`src/rtl/bdclp_pkg.sv`:
```
// Package for the debounced button with click and long-press detection.
// Holds register indexes, field widths, reset values and shared structs.
// Used by every module in rtl/; depends on nothing.
`timescale 1ns / 1ps

package bdclp_pkg;

  // Configuration port geometry
  localparam int CFG_IDX_W  = 2;
  localparam int CFG_DATA_W = 16;

  // Register indexes
  localparam logic [CFG_IDX_W-1:0] CFG_ACTIVE_LOW    = 2'd0;
  localparam logic [CFG_IDX_W-1:0] CFG_DEBOUNCE_MS   = 2'd1;
  localparam logic [CFG_IDX_W-1:0] CFG_LONG_PRESS_MS = 2'd2;

  // Register and field widths
  localparam int DEBOUNCE_W = 10;
  localparam int LONG_W     = 16;
  localparam int PRESS_MS_W = 16;

  // Register reset values
  localparam logic                  ACTIVE_LOW_RST    = 1'b1;
  localparam logic [DEBOUNCE_W-1:0] DEBOUNCE_MS_RST   = 10'd50;
  localparam logic [LONG_W-1:0]     LONG_PRESS_MS_RST = 16'd1000;

  // Stream data widths
  localparam int IN_DATA_W  = 8;
  localparam int OUT_BITS   = 7 + PRESS_MS_W;
  localparam int OUT_DATA_W = 24;

  // Current register contents
  typedef struct packed {
    logic                  active_low;
    logic [DEBOUNCE_W-1:0] debounce_ms;
    logic [LONG_W-1:0]     long_press_ms;
  } cfg_t;

  // One result item, first field in the highest bits
  typedef struct packed {
    logic [PRESS_MS_W-1:0] press_ms;
    logic                  long_held;
    logic                  click_pending;
    logic                  ev_released;
    logic                  ev_click;
    logic                  ev_long_press;
    logic                  ev_pressed;
    logic                  pressed;
  } res_t;

endpackage

```
`src/rtl/button_debounce_click_long_press.sv`:
```
// Top level of the debounced button with click and long-press detection.
// Depends on bdclp_pkg, bdclp_cfg, bdclp_step and bdclp_oreg.
//
// Channel   Direction  Handshake               Payload
// s_axis    in         tvalid/tready           tdata: raw_level, click_read
// m_axis    out        tvalid/tready           tdata: pressed .. press_ms
// cfg       in         cfg_we (no wait)        cfg_index, cfg_data
//
// One item per clock unless the sink stalls: an accepted item updates the state and
// lands in the output register at the same edge, so its result is visible in the next cycle.
// The single output register sets the rate; s_axis_tready drops only while
// that register is full and m_axis_tready is low.
// Reset (rst, synchronous) restores the register defaults and the released
// state; no clearing pass is needed.
`timescale 1ns / 1ps

module button_debounce_click_long_press #(
  parameter int DURATION_BITS = 16,
  parameter int STABLE_BITS   = 11
) (
  input  logic                             clk,
  input  logic                             rst,
  input  logic                             s_axis_tvalid,
  output logic                             s_axis_tready,
  // [0] raw_level, [1] click_read, [7:2] zero
  input  logic [bdclp_pkg::IN_DATA_W-1:0]  s_axis_tdata,
  output logic                             m_axis_tvalid,
  input  logic                             m_axis_tready,
  // [0] pressed, [1] ev_pressed, [2] ev_long_press, [3] ev_click,
  // [4] ev_released, [5] click_pending, [6] long_held, [22:7] press_ms, [23] zero
  output logic [bdclp_pkg::OUT_DATA_W-1:0] m_axis_tdata,
  input  logic                             cfg_we,
  input  logic [bdclp_pkg::CFG_IDX_W-1:0]  cfg_index,
  input  logic [bdclp_pkg::CFG_DATA_W-1:0] cfg_data
);

  bdclp_pkg::cfg_t cfg;
  bdclp_pkg::res_t res;
  logic            fire;

  assign fire = s_axis_tvalid && s_axis_tready;

  // Configuration registers
  bdclp_cfg u_cfg (
    .clk       (clk),
    .rst       (rst),
    .cfg_we    (cfg_we),
    .cfg_index (cfg_index),
    .cfg_data  (cfg_data),
    .cfg       (cfg)
  );

  // Debounce and press tracking
  bdclp_step #(
    .DURATION_BITS (DURATION_BITS),
    .STABLE_BITS   (STABLE_BITS)
  ) u_step (
    .clk        (clk),
    .rst        (rst),
    .fire       (fire),
    .raw_level  (s_axis_tdata[0]),
    .click_read (s_axis_tdata[1]),
    .cfg        (cfg),
    .res        (res)
  );

  // Result register
  bdclp_oreg u_oreg (
    .clk      (clk),
    .rst      (rst),
    .load     (fire),
    .res      (res),
    .can_load (s_axis_tready),
    .m_tvalid (m_axis_tvalid),
    .m_tready (m_axis_tready),
    .m_tdata  (m_axis_tdata)
  );

endmodule

```
`src/rtl/bdclp_cfg.sv`:
```
// Configuration registers of the button block.
// Depends on bdclp_pkg for indexes, widths and reset values.
`timescale 1ns / 1ps

module bdclp_cfg (
  input  logic                             clk,
  input  logic                             rst,
  input  logic                             cfg_we,
  input  logic [bdclp_pkg::CFG_IDX_W-1:0]  cfg_index,
  input  logic [bdclp_pkg::CFG_DATA_W-1:0] cfg_data,
  output bdclp_pkg::cfg_t                  cfg
);

  // Write the addressed register; other indexes are dropped
  always_ff @(posedge clk) begin
    if (rst) begin
      cfg.active_low    <= bdclp_pkg::ACTIVE_LOW_RST;
      cfg.debounce_ms   <= bdclp_pkg::DEBOUNCE_MS_RST;
      cfg.long_press_ms <= bdclp_pkg::LONG_PRESS_MS_RST;
    end else if (cfg_we) begin
      case (cfg_index)
        bdclp_pkg::CFG_ACTIVE_LOW:    cfg.active_low    <= cfg_data[0];
        bdclp_pkg::CFG_DEBOUNCE_MS:   cfg.debounce_ms   <= cfg_data[bdclp_pkg::DEBOUNCE_W-1:0];
        bdclp_pkg::CFG_LONG_PRESS_MS: cfg.long_press_ms <= cfg_data[bdclp_pkg::LONG_W-1:0];
        default: ;
      endcase
    end
  end

endmodule

```
`src/rtl/bdclp_step.sv`:
```
// Per-tick debounce and press tracking: state registers plus next-state logic.
// Depends on bdclp_pkg for cfg_t, res_t and field widths.
`timescale 1ns / 1ps

module bdclp_step #(
  parameter int DURATION_BITS = 16,
  parameter int STABLE_BITS   = 11
) (
  input  logic            clk,
  input  logic            rst,
  input  logic            fire,
  input  logic            raw_level,
  input  logic            click_read,
  input  bdclp_pkg::cfg_t cfg,
  output bdclp_pkg::res_t res
);

  localparam int SCMP_W = (STABLE_BITS > bdclp_pkg::DEBOUNCE_W) ?
                          STABLE_BITS : bdclp_pkg::DEBOUNCE_W;
  localparam int DCMP_W = (DURATION_BITS > bdclp_pkg::LONG_W) ?
                          DURATION_BITS : bdclp_pkg::LONG_W;

  logic                     last_raw, last_raw_next;
  logic                     debounced, debounced_next;
  logic [STABLE_BITS-1:0]   stable_ticks, stable_ticks_next;
  logic [DURATION_BITS-1:0] press_ticks, press_ticks_next;
  logic                     long_marked, long_marked_next;
  logic                     click_flag, click_flag_next;

  logic                     level;
  logic [DURATION_BITS-1:0] press_inc;
  logic                     elapsed;
  logic                     inc_long;
  logic                     final_long;
  logic [DCMP_W-1:0]        press_ext;
  logic                     ev_p, ev_l, ev_c, ev_r;

  // Compute the next state and this tick's result
  always_comb begin
    level             = raw_level ^ cfg.active_low;
    last_raw_next     = level;
    debounced_next    = debounced;
    long_marked_next  = long_marked;
    click_flag_next   = click_flag;
    ev_p              = 1'b0;
    ev_l              = 1'b0;
    ev_c              = 1'b0;
    ev_r              = 1'b0;

    // Restart the stability count on a level change, else saturate upward
    if (level != last_raw) begin
      stable_ticks_next = '0;
    end else if (stable_ticks != '1) begin
      stable_ticks_next = stable_ticks + 1'b1;
    end else begin
      stable_ticks_next = stable_ticks;
    end

    // Advance the press timer while held
    if (debounced && press_ticks != '1) begin
      press_inc = press_ticks + 1'b1;
    end else begin
      press_inc = press_ticks;
    end
    press_ticks_next = press_inc;

    elapsed  = SCMP_W'(stable_ticks_next) > SCMP_W'(cfg.debounce_ms);
    inc_long = DCMP_W'(press_inc) >= DCMP_W'(cfg.long_press_ms);

    // Accept a new level or check for long press once debounce has elapsed
    if (elapsed) begin
      if (level != debounced) begin
        debounced_next   = level;
        press_ticks_next = '0;
        if (level) begin
          long_marked_next = 1'b0;
          ev_p             = 1'b1;
        end else begin
          if (inc_long) begin
            if (!long_marked) begin
              long_marked_next = 1'b1;
              ev_l             = 1'b1;
            end
          end else begin
            click_flag_next = 1'b1;
            ev_c            = 1'b1;
          end
          ev_r = 1'b1;
        end
      end else if (debounced && !long_marked && inc_long) begin
        long_marked_next = 1'b1;
        ev_l             = 1'b1;
      end
    end

    // Report the click flag, then clear it on request
    res.click_pending = click_flag_next;
    if (click_read) begin
      click_flag_next = 1'b0;
    end

    press_ext  = DCMP_W'(press_ticks_next);
    final_long = press_ext >= DCMP_W'(cfg.long_press_ms);

    res.pressed       = debounced_next;
    res.ev_pressed    = ev_p;
    res.ev_long_press = ev_l;
    res.ev_click      = ev_c;
    res.ev_released   = ev_r;
    res.long_held     = debounced_next & final_long;
    if (!debounced_next) begin
      res.press_ms = '0;
    end else if (press_ext > DCMP_W'({bdclp_pkg::PRESS_MS_W{1'b1}})) begin
      res.press_ms = '1;
    end else begin
      res.press_ms = press_ext[bdclp_pkg::PRESS_MS_W-1:0];
    end
  end

  // Hold state until an item is accepted
  always_ff @(posedge clk) begin
    if (rst) begin
      last_raw     <= 1'b0;
      debounced    <= 1'b0;
      stable_ticks <= '0;
      press_ticks  <= '0;
      long_marked  <= 1'b0;
      click_flag   <= 1'b0;
    end else if (fire) begin
      last_raw     <= last_raw_next;
      debounced    <= debounced_next;
      stable_ticks <= stable_ticks_next;
      press_ticks  <= press_ticks_next;
      long_marked  <= long_marked_next;
      click_flag   <= click_flag_next;
    end
  end

endmodule

```
`src/rtl/bdclp_oreg.sv`:
```
// Output register of the button block: holds one result item for the sink.
// Depends on bdclp_pkg for res_t and the output data width.
`timescale 1ns / 1ps

module bdclp_oreg (
  input  logic                             clk,
  input  logic                             rst,
  input  logic                             load,
  input  bdclp_pkg::res_t                  res,
  output logic                             can_load,
  output logic                             m_tvalid,
  input  logic                             m_tready,
  output logic [bdclp_pkg::OUT_DATA_W-1:0] m_tdata
);

  bdclp_pkg::res_t data;

  // Take a new item whenever the register is empty or being drained
  assign can_load = !m_tvalid || m_tready;

  always_ff @(posedge clk) begin
    if (rst) begin
      m_tvalid <= 1'b0;
    end else if (load) begin
      m_tvalid <= 1'b1;
    end else if (m_tready) begin
      m_tvalid <= 1'b0;
    end
  end

  // Payload needs no reset
  always_ff @(posedge clk) begin
    if (load) begin
      data <= res;
    end
  end

  assign m_tdata = bdclp_pkg::OUT_DATA_W'(data);

endmodule
```
`config.mk`:
```
export PLATFORM = sky130hd
export DESIGN_NAME = button_debounce_click_long_press
export DESIGN_NICKNAME = d
export VERILOG_FILES = /design/src/rtl/bdclp_pkg.sv /design/src/rtl/button_debounce_click_long_press.sv /design/src/rtl/bdclp_cfg.sv /design/src/rtl/bdclp_step.sv /design/src/rtl/bdclp_oreg.sv
export SDC_FILE = /design/constraint.sdc
export NUM_CORES = 1
export LEC_CHECK = 0
export BUFFER_PORTS_ARGS = -buffer_cell sky130_fd_sc_hd__clkbuf_2
export CAP_MARGIN = 0
export CORE_AREA = 4 4 75 147
export DETAILED_ROUTE_END_ITERATION = 6
export DIE_AREA = 0 0 79 151
export PLACE_DENSITY_LB_ADDON = 0.15
export SLEW_MARGIN = 20
export SYNTH_ARGS = -nofsm -noshare
export SYNTH_HDL_FRONTEND = slang
export SYNTH_SLANG_ARGS = --single-unit
```
`constraint.sdc`:
```
create_clock -name clk -period 5.45 [get_ports clk]
set_clock_uncertainty 0.1 [all_clocks]
set_input_delay 0.2725 -clock clk [delete_from_list [all_inputs] [get_ports clk]]
set_output_delay 0.2725 -clock clk [all_outputs]
set_load 0.01 [all_outputs]
```
==> flow_results.org, run 1 <==
** Critical path
- Data arrival, critical path :: 5.00 ns
- Critical path capture point type :: flip-flop
- The worst setup path is launched from a flip-flop.
- The worst setup path is of the flip-flop to flip-flop kind.
- The worst register-to-register path has a depth of 21.
- Critical path peak fanout :: 7
- STA puts the critical path data required time at 5.42 ns.

** STA
- Of the available clock period, the critical path in the final layout requires 92.3%.
- Across all hold checks on the routed design, the worst slack comes to 0.0245 ns.
- Worst slew margin relative to its limit :: 34.3%
- Count of endpoints failing hold in the final timing report :: 0
- Unrepaired setup endpoints after global routing :: false
- Setup violations remaining at the end of the flow were counted as 0.
- The number of max-slew violations in the final report was 0.
- Clock period minus final worst setup slack :: 5.03 ns
- For the pin with the worst max-slew slack, the measured transition is 0.984 ns.
- Static timing analysis puts the maximum clock frequency at 199 MHz.
- Setup total negative slack :: 0 ns

** Finish
- Final-layout fill cell count :: 989
- Number of antenna cells inserted :: 0
- Layout area overhead :: 14.1%
- Layout Cell Area excl Fill :: 0.00557 mm^2
- Share of final-layout standard cells stronger than drive strength 1 :: 13.4%
- Footprint of the multi-input gates :: 0.00273 mm^2
- Nets :: 706
- Footprint of the flip-flops and latches :: 0.00187 mm^2
- Once layout is complete, the utilization of the core stands at 55.6%.

** Floorplanning
- Starting Density :: 48.7%
- In this run the vertical extent of the chip is 151 um.
- Number of top-level pins :: 57
- The die covers 0.0119 mm^2.
- Core Footprint :: 0.0100 mm^2
- The floorplan has 52 rows.
- The floorplan step set the die width to 79 um.

** Clock network
- After clock tree synthesis, the repair step resized 0 gates.
- In this run the number of H-tree levels came out at 3.
- Hold repair after CTS inserted 0 buffers.
- After clock tree synthesis, the setup repair step added 0 buffers.
- CTS clock-pin slew for the worst setup and hold paths :: 0.06 ns
- For the worst-skew pair, the clock arrives at the later sink with an insertion delay of 0.33 ns.
- Number of buffers on the longest clock path :: 2
- Clk root buf :: clkbuf_16
- Clock buffer count from CTS :: 9
- Num Clock Sinks :: 82
- TritonCTS built the clock tree.

** Synth
- Yosys reg bits :: 82
- Count of yosys warnings during synthesis :: 0
- Synth Flop Type :: dfxtp_1
- Average instance area after synthesis :: 8.36 um^2
- nand2_1 is the most common cell in the netlist.
- Number of standard cells after synthesis :: 584
- Most numerous cell types in the synthesized netlist :: nand2_1, nor2_1, dfxtp_1
- Fraction of registers with async set/reset :: 0%
- Syn Std Cell Area :: 0.00488 mm^2
- The share of synthesized area in the top cell type comes to 24.2%.
- The synthesized design contains 23 enable-type register cells.
- The synthesized design spends more area on one cell type than any other, namely dfxtp_1.
- By area the synthesized netlist is led by dfxtp_1, edfxtp_1, ha_1, nand2_1, a21oi_1.
- Sequential cell area fraction in the yosys report :: 38.3%
- Counting every net in the synthesized netlist gives 660.
- Counting distinct cell types in the post-synthesis netlist gives 56.

** Route
- After detailed routing, the number of vias per cell comes to 5.50.
- For this run, design rule violations remaining after detail routing come to 0.
- Starting DRT DRC Count :: 213
- 1st-pass router iterations :: 4
- Summing over every cut layer, the via total after detailed routing is 4,236.
- For this block, the routed nets add up to 12,000 um of wire.
- Detail Route Antenna Nets :: 0
- Routed WL per cell :: 15.6 um

** Global route
- Initial antenna violation count :: 0
- Global-route wire length before repair :: 19,500 um
- Global routing consumed, over all layers together, 21.3% of the routing resources.
- Entering global routing, the biggest net connects 61 pins.
- The number of global-route vias before repair is 4,198.
- Global routing finished with a remaining overflow of 0.

** Power and ir drop
- Worst IR drop on VDD :: 0.167 mV
- Of the total power, the share spent switching nets is 23.7%.
- Portion of total power attributed to sequential cells :: 47.7%
- P_int :: 1040 uW
- In this run the static leakage power is 0.00244 uW.
- Clock power share :: 43.0%
- Switching power :: 323 uW
- Combinational share of power :: 9.3%
- Ratio of total power to cell area :: 245 mW/mm^2

** Placement
- Cell area after placement :: 0.00529 mm^2
- Once detailed placement completed, the half-perimeter wirelength came to 9430 um.
- Input/output buffers :: 49
- Final RePlAce weighted congestion :: 0.949

** Hold path
- The worst hold path was traced through 2 stages.
- Kind of path behind the tightest hold check :: input port to flip-flop

** Job
- Across the run, the number of max-cap violations was 0.

** Status
- The run finished with clean final reports.
==> cell families after synthesis <==
| family | Yosys count | synth area share [%] |
|---|---|---|
| xor+xnor | 25 | 4.64 |
| fa+ha+maj | 45 | 11.5 |
| flops | 82 | 38.3 |
| buf+inv | 72 | 5.74 |
| simple gates | 236 | 23.4 |
| other cells | 1 | 0.0768 |
| mux | 3 | 0.641 |
| compound gates | 120 | 15.7 |
==> worst max-delay path: stages, from the launching register on <==
cell and delay (ns):
dfxtp_1 0.40, ha_1 0.21, and3_1 0.19, nand4_1 0.24, and4_1 0.35, nand3_1 0.16, xor2_1 0.15, nor2_1 0.06
ha_1 0.30, and4_1 0.22, a21boi_0 0.13, o311ai_1 0.55, a21oi_2 0.21, buf_4 0.21, nor2_1 0.10, ha_1 0.25
a21o_1 0.18, a21o_1 0.18, a21oi_1 0.13, nor2_1 0.06, a211oi_1 0.26, a21oi_1 0.11
==> final cells by class <==
cell class	instances	area share, %
inverter	44	2.96
tap	135	3.03
clock buffer	11	4.18
timing repair buffer	63	6.29
sequential	82	33.6
multi-input combinational	430	49.0
clock inverter	5	0.965
==> layout by cell type, fill, tap and decap left out, drive strengths merged, types with 3 or more instances in the layout <==
cell type and n:
a211o 11, a211oi 6, a21o 13, a21oi 50, a31oi 11, and2 9, and3 7, and4 3
buf 14, clkbuf 60, dfxtp 59, edfxtp 23, ha 45, inv 45, nand2 73, nand2b 3
nand3 22, nand3b 4, nand4 13, nor2 64, nor2b 4, nor3 12, nor4 4, o21ai 15
or2 4, or3 5, or4 5, xnor2 7, xor2 18
==> final timing paths <==
| check | start | endpoint | slack [ns] |
|---|---|---|---|
| setup / recovery | u_step.stable_ticks[0] | u_oreg.m_tdata[6] | 0.42 |
| hold / removal | s_axis_tdata[1] | u_step.click_flag | 0.02 |
| setup reg to reg | u_step.stable_ticks[0] | u_oreg.m_tdata[6] | 0.42 |
| hold reg to reg | u_cfg.cfg[14] | u_cfg.cfg[14] | 0.35 |
==> through the flow <==
step | power (uW) | setup WS (ns) | std cells
6_report | 1370 | 0.422 | 770
5_1_grt | 1430 | 0.0600 | 770
4_1_cts | 1380 | 0.390 | 770
3_5_place_dp | 792 | 0.427 | 754
3_3_place_gp | 789 | 0.530 | 754
2_1_floorplan | 743 | 0.875 | 584
==> power by group through the flow <==
stage	sequential, uW	clock, uW	combinational, uW
floorplan	668	0	75.5
global placement	664	0	125
detailed placement	665	0	127
CTS	651	604	128
global route	653	631	142
finish	651	588	127
==> metal layers <==
layer / GRT usage (%) / vias up / wire, um
met2: 41.0 / 79 / 6800
li1: - / 2133 / -
met5: 0 / - / 0
met4: 15.3 / 0 / 751
met1: 19.8 / 1988 / 4180
met3: 2.80 / 36 / 304
==> flip-flops by register name (all words and copies together), names as in the netlist <==
signal and flops:
u_step.long_marked 1, u_step.last_raw 1, u_step.debounced 1, u_step.stable_ticks 11, u_step.press_ticks 16, u_cfg.cfg 27, u_oreg.m_tvalid 1, u_step.click_flag 1
u_oreg.m_tdata 23
(Power assumes the default switching activity.)
==> run 2, diff against run 1 <==
==> constraint.sdc (replaced) <==
create_clock -name clk -period 5 [get_ports clk]
set_clock_uncertainty 0.1 [all_clocks]
set_input_delay 0.25 -clock clk [delete_from_list [all_inputs] [get_ports clk]]
set_output_delay 0.25 -clock clk [all_outputs]
set_load 0.01 [all_outputs]
==> flow_results.org, run 2 (same netlist as run 1, synthesis figures left out) <==
** Placement
- During placement, the flow inserted port buffers numbering 49.
- The number of placed instances, taps included, is 755.
- At the end of routability-driven placement, the weighted congestion stood at 0.946.
- DP HPWL :: 9720 um

** Critical path
- Register-to-register setup slack :: 0.34 ns
- Type of element launching the critical path :: flip-flop
- STA classifies the critical path endpoint as a flip-flop.
- The startpoint identified for the worst register-to-register timing path is u_step.stable_ticks[3].
- At the worst endpoint, the required time is 4.97 ns.
- Counting cells, the worst reg-to-reg path comes to 21.
- For this design, the slowest cell found on the critical path is dfxtp_1.
- Worst reg2reg path endpoint :: u_oreg.m_tdata[6]
- By startpoint and endpoint, the worst setup path is classified as flip-flop to flip-flop.
- Worst path most repeated cell :: a21oi_1
- In this run the worst path has a maximum fanout of 10.
- The critical path starts at u_step.stable_ticks[3].
- CP max stage delay :: 0.43 ns
- Cell-by-cell listing of the critical path :: and4_2 -> nand4_1 -> and3_2 -> nand4_1 -> xor2_1 -> nor2_1 -> ha_1 -> and4_1 -> a21boi_0 -> o311ai_1 -> buf_4 -> a21oi_4 -> or2_1 -> ha_1 -> nand2b_1 -> a21oi_1 -> nor2b_1 -> o21ai_0 -> a21oi_1 -> o221ai_1 -> a21oi_1
- Data arrives at the worst endpoint at 4.63 ns.

** Finish
- The number of antenna diodes in the final layout is 0.
- Most used cells in the layout excluding fill and tap cells :: nand2_1, nor2_1, dfxtp_1, a21oi_1, clkbuf_2
- Compared with the post-synthesis result, the final layout area differs by 16.1%.
- Final-layout fill cell count :: 964
- Nets :: 711
- The count of cells in the finished layout, fillers not included, comes to 775.
- The register with the most flip-flops in the layout has 27 of them.
- Largest register by flop count :: u_cfg.cfg
- Cells with a size suffix above 1 make up 14.8% of the layout.
- Most common cell after layout, fill and taps aside :: nand2_1

** Route
- # DRC :: 0
- Dividing the detail-routed wire length by the instance count gives 16.0 um.
- Total detailed-routing wirelength :: 12,400 um
- The first detailed-routing pass took 4 iterations.
- Count of vias placed by the detailed router :: 4,250
- Starting DRT DRC Count :: 179
- Dividing the detail-routed via count by the number of cells gives 5.48.
- In this run the remaining antenna-violating nets after routing total 0.

** Clock network
- Number of buffers on the longest clock path :: 2
- Clock buffer count from CTS :: 9
- In this run the number of H-tree levels came out at 3.
- Clock tree synthesis found a total of 82 sinks.
- TritonCTS built the clock tree.
- CTS clock-pin slew for the worst setup and hold paths :: 0.06 ns
- Clock network latency to the later pin of the worst-skew pair :: 0.34 ns
- Clk root buf :: clkbuf_16

** Hold path
- Startpoint of the most critical hold path :: cfg_data[12]
- The path with the worst hold slack has its endpoint at u_cfg.cfg[12].
- Along the worst hold path, the cell count comes to 3.
- Kind of path behind the tightest hold check :: input port to flip-flop

** STA
- Max-slew violation total from the final report :: 0
- For the finished layout, the period the worst path requires is 4.66 ns.
- After layout, the worst path uses 93.1% of the clock period.
- Measured against its own limit, the worst slew margin works out to 52.9%.
- Count of endpoints failing hold in the final timing report :: 0
- Setup total negative slack :: 0 ns
- Finish-stage setup viols :: 0
- Upper clock frequency limit :: 215 MHz
- Setup repair after global routing left no endpoint under its margin.
- For the pin with the worst max-slew slack, the measured transition is 0.707 ns.

** Floorplanning
- Measured along the y axis, the die boundary spans 151 um.
- DIE AREA :: 0.0119 mm^2
- Starting Density :: 48.7%
- After floorplanning, the core was sized to cover 0.0100 mm^2.
- Number of top-level pins :: 57
- Count of standard-cell rows :: 52
- Measured along the x axis, the die boundary spans 79 um.

** Power and ir drop
- Ratio of total power to cell area :: 278 mW/mm^2
- Worst IR drop on VDD :: 0.202 mV
- In this run the static leakage power is 0.00249 uW.

** Global route
- Vias in the first global route :: 4,102
- Global-route wire length before repair :: 19,800 um
- Across every metal layer, demand over resource in global routing totals 21.6%.
- Global routing finished with a remaining overflow of 0.
- Initial antenna violation count :: 0
- Entering global routing, the biggest net connects 34 pins.

** Status
- The run finished with clean final reports.

** Job
- Max-capacitance violation count :: 0
## run 2: power by group
group	internal (uW)	switching, uW	total (uW)	leakage [uW]
logic	50.2	87.9	138	0.00161
registers	701	8.40	710	0.000712
clock network	455	276	731	0.000160
## run 2: critical path: cells and delay by family, from the launching register on
| family | cells | cell delay [ns] |
|---|---|---|
| XOR/XNOR | 1 | 0.17 |
| flip-flops | 1 | 0.43 |
| AO/OA/AOI/OAI | 8 | 1.26 |
| AND/OR/NAND/NOR | 9 | 1.68 |
| adder cells (fa/ha/maj) | 2 | 0.54 |
| buffers and inverters | 1 | 0.21 |
## run 2: cell type report
cell class                 instances  area [um^2]  share of cell area (%)
tap                              135          169                    2.98
inverter                          44          165                    2.91
sequential                        82         1870                    33.1
multi-input combinational        430         2740                    48.4
timing repair buffer              68          390                    6.88
clock buffer                      11          243                    4.28
clock inverter                     5         86.3                    1.52
## run 2: worst max path at each step
stage          slack, ns  depth (start not counted)           endpoint
5_1_grt             0.02                         21  u_oreg.m_tdata[6]
3_3_place_gp        0.23                         21  u_oreg.m_tdata[6]
4_1_cts             0.06                         21  u_oreg.m_tdata[6]
2_1_floorplan       0.42                         22  u_oreg.m_tdata[6]
3_5_place_dp        0.10                         21  u_oreg.m_tdata[6]
6_report            0.34                         21  u_oreg.m_tdata[6]
## run 2: metrics by stage
stage	hold slack (ns)	total power [uW]	instance area, um^2	utilization, %	setup WS, ns
after floorplan	0.247	810	4880	-	0.425
after global placement	0.336	858	5290	52.8	0.233
after detailed placement	0.347	863	5290	52.8	0.100
after CTS	0.0229	1590	5630	56.2	0.0602
after global routing	0.0328	1630	5670	56.6	0.0173
final	0.0311	1580	5670	56.6	0.344
## run 2: what timing repair did
item / 4_1_cts / 5_1_grt
resized for setup: 0 / 7
endpoints found under the setup margin: 0 / 1
hold endpoints to repair: 1 / 0
setup buffers: 0 / 3
hold buffers: 1 / 0
## run 2: metal layers
metal  wire (um)  GRT usage, %  share of wire, %  vias up
li1            -             -                 -     2140
met5           0             0                 0        -
met2        6900          40.9                56       82
met4         720          13.8               5.8        0
met1        4480          21.8                36     1993
met3         322          2.32               2.6       35
==> run 3, diff against run 2 <==
--- a/config.mk
+++ b/config.mk
@@ -10,7 +10,7 @@
 export CORE_AREA = 4 4 75 147
 export DETAILED_ROUTE_END_ITERATION = 6
 export DIE_AREA = 0 0 79 151
-export PLACE_DENSITY_LB_ADDON = 0.15
+export PLACE_DENSITY = 0.69
 export SLEW_MARGIN = 20
 export SYNTH_ARGS = -nofsm -noshare
 export SYNTH_HDL_FRONTEND = slang
==> flow_results.org, run 3 (same netlist as run 1, synthesis figures left out) <==
** Status
- Outcome :: finished, final reports clean

** Finish
- Nets :: 710
- Most used cells in the layout excluding fill and tap cells :: nand2_1, nor2_1, dfxtp_1, a21oi_1, clkbuf_2
- The register with the most flip-flops in the final layout is u_cfg.cfg.
- The repair_antennas step left the layout with diodes totalling 0.
- The area growth from synthesis to layout is 15.5%.
- Leaving out fill and tap cells, the most frequent cell in the layout is nand2_1.
- Layout Cell Area excl Fill :: 0.00564 mm^2
- Final Instance Count excl. Fillers :: 774
- The register with the most flip-flops in the layout has 27 of them.
- Share of final-layout standard cells stronger than drive strength 1 :: 14.2%

** STA
- The number of max-slew violations in the final report was 0.
- Tcrit/Tclk final :: 92.3%
- For the final routed database, the setup TNS stands at 0 ns.
- Subtracting the final worst setup slack from the clock period gives 4.61 ns.
- Headroom to the max-slew limit came out at 52.8%.
- Final critical-path setup slack :: 0.387 ns
- For the pin with the worst max-slew slack, the measured transition is 0.708 ns.
- Unrepaired setup endpoints after global routing :: false
- Count of endpoints failing hold in the final timing report :: 0
- Setup violations remaining at the end of the flow were counted as 0.
- Static timing analysis puts the maximum clock frequency at 217 MHz.

** Clock network
- CTS built an H-tree with a depth of 3.
- The clock reaches the later pin of the worst-skew pair after 0.34 ns.
- Num Clock Sinks :: 82
- Number of buffers on the longest clock path :: 2
- TritonCTS built the clock tree.
- Clock tree synthesis selected as its root buffer the cell clkbuf_16.
- Clock-pin slew was measured on the worst setup and hold paths at 0.06 ns.
- In this run, CTS created clock tree buffers numbering 9.

** Critical path
- Type of element launching the critical path :: flip-flop
- Together, buffers and inverters on the worst path number 2.
- Category of the most critical setup path :: flip-flop to flip-flop
- Critical path peak fanout :: 13
- STA puts the critical path data arrival time at 4.57 ns.
- Highest-delay cell along the critical path :: dfxtp_1
- At the worst endpoint, the required time is 4.96 ns.
- The startpoint identified for the worst register-to-register timing path is u_step.stable_ticks[0].
- Cell-by-cell listing of the critical path :: ha_1 -> and3_1 -> nand4_1 -> and4_2 -> nand3_1 -> xor2_1 -> nor2_1 -> ha_1 -> and4_1 -> a21boi_0 -> o311ai_1 -> buf_4 -> a21oi_2 -> buf_4 -> nor2_1 -> ha_1 -> a21o_1 -> a21o_1 -> a21oi_1 -> nor2_1 -> a211oi_1 -> a21oi_1
- On the critical path the largest part of the delay comes from compound AO/OA/AOI/OAI gates.
- Register-to-Register Path Depth :: 22
- Critical Path Source :: u_step.stable_ticks[0]
- CP max stage delay :: 0.41 ns
- Number of logic stages on the critical path including buffering :: 22
- Critical path capture point type :: flip-flop

** Route
- Summed over all layers, the routed wires come to 12,200 um.
- After detailed routing, the average wire length per cell comes to 15.8 um.
- The detailed router placed 4,243 vias in this run.
- After detailed routing, the number of remaining DRC violations is 0.
- Starting DRT DRC Count :: 219
- 1st-pass router iterations :: 5
- In the routed layout, each cell is associated on average with a via count of 5.48.
- The detail route stage leaves a number of antenna-violating nets equal to 0.

** Hold path
- Kind of path behind the tightest hold check :: input port to flip-flop
- Hold depth :: 3
- Startpoint of the most critical hold path :: cfg_data[13]

** Global route
- Vias in the first global route :: 4,314
- Remaining global-route overflow :: 0
- The initial antenna violation count came to 0.
- Pin count of the biggest net entering global routing :: 61
- The first global-routing pass estimated 20,100 um of wire.
- Global routing used 21.7% of the available tracks across all layers.

** Floorplanning
- From left edge to right edge, the die measures 79 um.
- The floorplan step defined a die boundary enclosing 0.0119 mm^2.
- Core Footprint :: 0.0100 mm^2
- Count of standard-cell rows :: 52
- For this configuration, the core starts out at a cell density of 48.7%.
- During I/O placement, the number of pins put on the boundary was 57.
- Die span in y :: 151 um

** Power and ir drop
- Worst IR drop on VDD :: 0.193 mV
- Ratio of total power to cell area :: 275 mW/mm^2
- The design draws 1550 uW.
- Summed over all cells, the static leakage comes to 0.00247 uW.

** Placement
- Once placement finished, the instance area stood at 0.00529 mm^2.
- The count of buffers added on input and output ports is 49.
- Before CTS, the worst setup slack after placement is 0.324 ns.
- The congestion estimate from routability-driven global placement came to 0.915.
- Cell count after placement :: 755
- Detailed placement finished with a half-perimeter wire length of 9510 um.

** Job
- Max-capacitance violation count :: 0
## run 3: worst paths after layout
kind	slack, ns	to
setup / recovery	0.39	u_oreg.m_tdata[6]
hold / removal	0.04	u_cfg.cfg[13]
hold reg to reg	0.35	u_cfg.cfg[14]
setup reg to reg	0.39	u_oreg.m_tdata[6]
## run 3: through the flow
stage	util (%)	hold WS (ns)
2_1_floorplan	-	0.247
3_3_place_gp	52.8	0.340
3_5_place_dp	52.8	0.347
4_1_cts	56.1	0.0322
5_1_grt	56.3	0.0482
6_report	56.3	0.0375
## run 3: timing repair
item	in CTS	in global routing
setup buffers	0	2
endpoints found under the hold margin	1	0
setup endpoints to repair	0	1
gates resized for setup	0	2
hold buffers	1	0
## run 3: worst reg2reg max path: stages (launching register included)
cell and delay, ns:
dfxtp_1 0.41, ha_1 0.20, and3_1 0.19, nand4_1 0.17, and4_2 0.33, nand3_1 0.16
xor2_1 0.16, nor2_1 0.06, ha_1 0.28, and4_1 0.23, a21boi_0 0.20, o311ai_1 0.13
buf_4 0.16, a21oi_2 0.18, buf_4 0.23, nor2_1 0.09, ha_1 0.19, a21o_1 0.15
a21o_1 0.18, a21oi_1 0.14, nor2_1 0.05, a211oi_1 0.25, a21oi_1 0.11
## run 3: layout make-up
class | count | area, um^2
Tap cell | 135 | 169
Timing Repair Buffer | 67 | 383
Inverter | 44 | 165
Clock inverter | 7 | 93.8
Sequential cell | 82 | 1870
Multi-Input combinational cell | 430 | 2730
Fill cell | 977 | 4380
Clock buffer | 9 | 225
## run 3: report_power, final
part           switching (uW)  internal (uW)
sequential               8.77            701
combinational            87.9           51.0
clock                     265            436
total                     362           1190
## run 3: layer usage
layer,track usage [%],vias up,routed length [um]
li1,-,2135,-
met1,20.1,1990,4320
met2,42.4,82,6940
met3,3.27,36,277
met4,13.8,0,694
met5,0,-,0
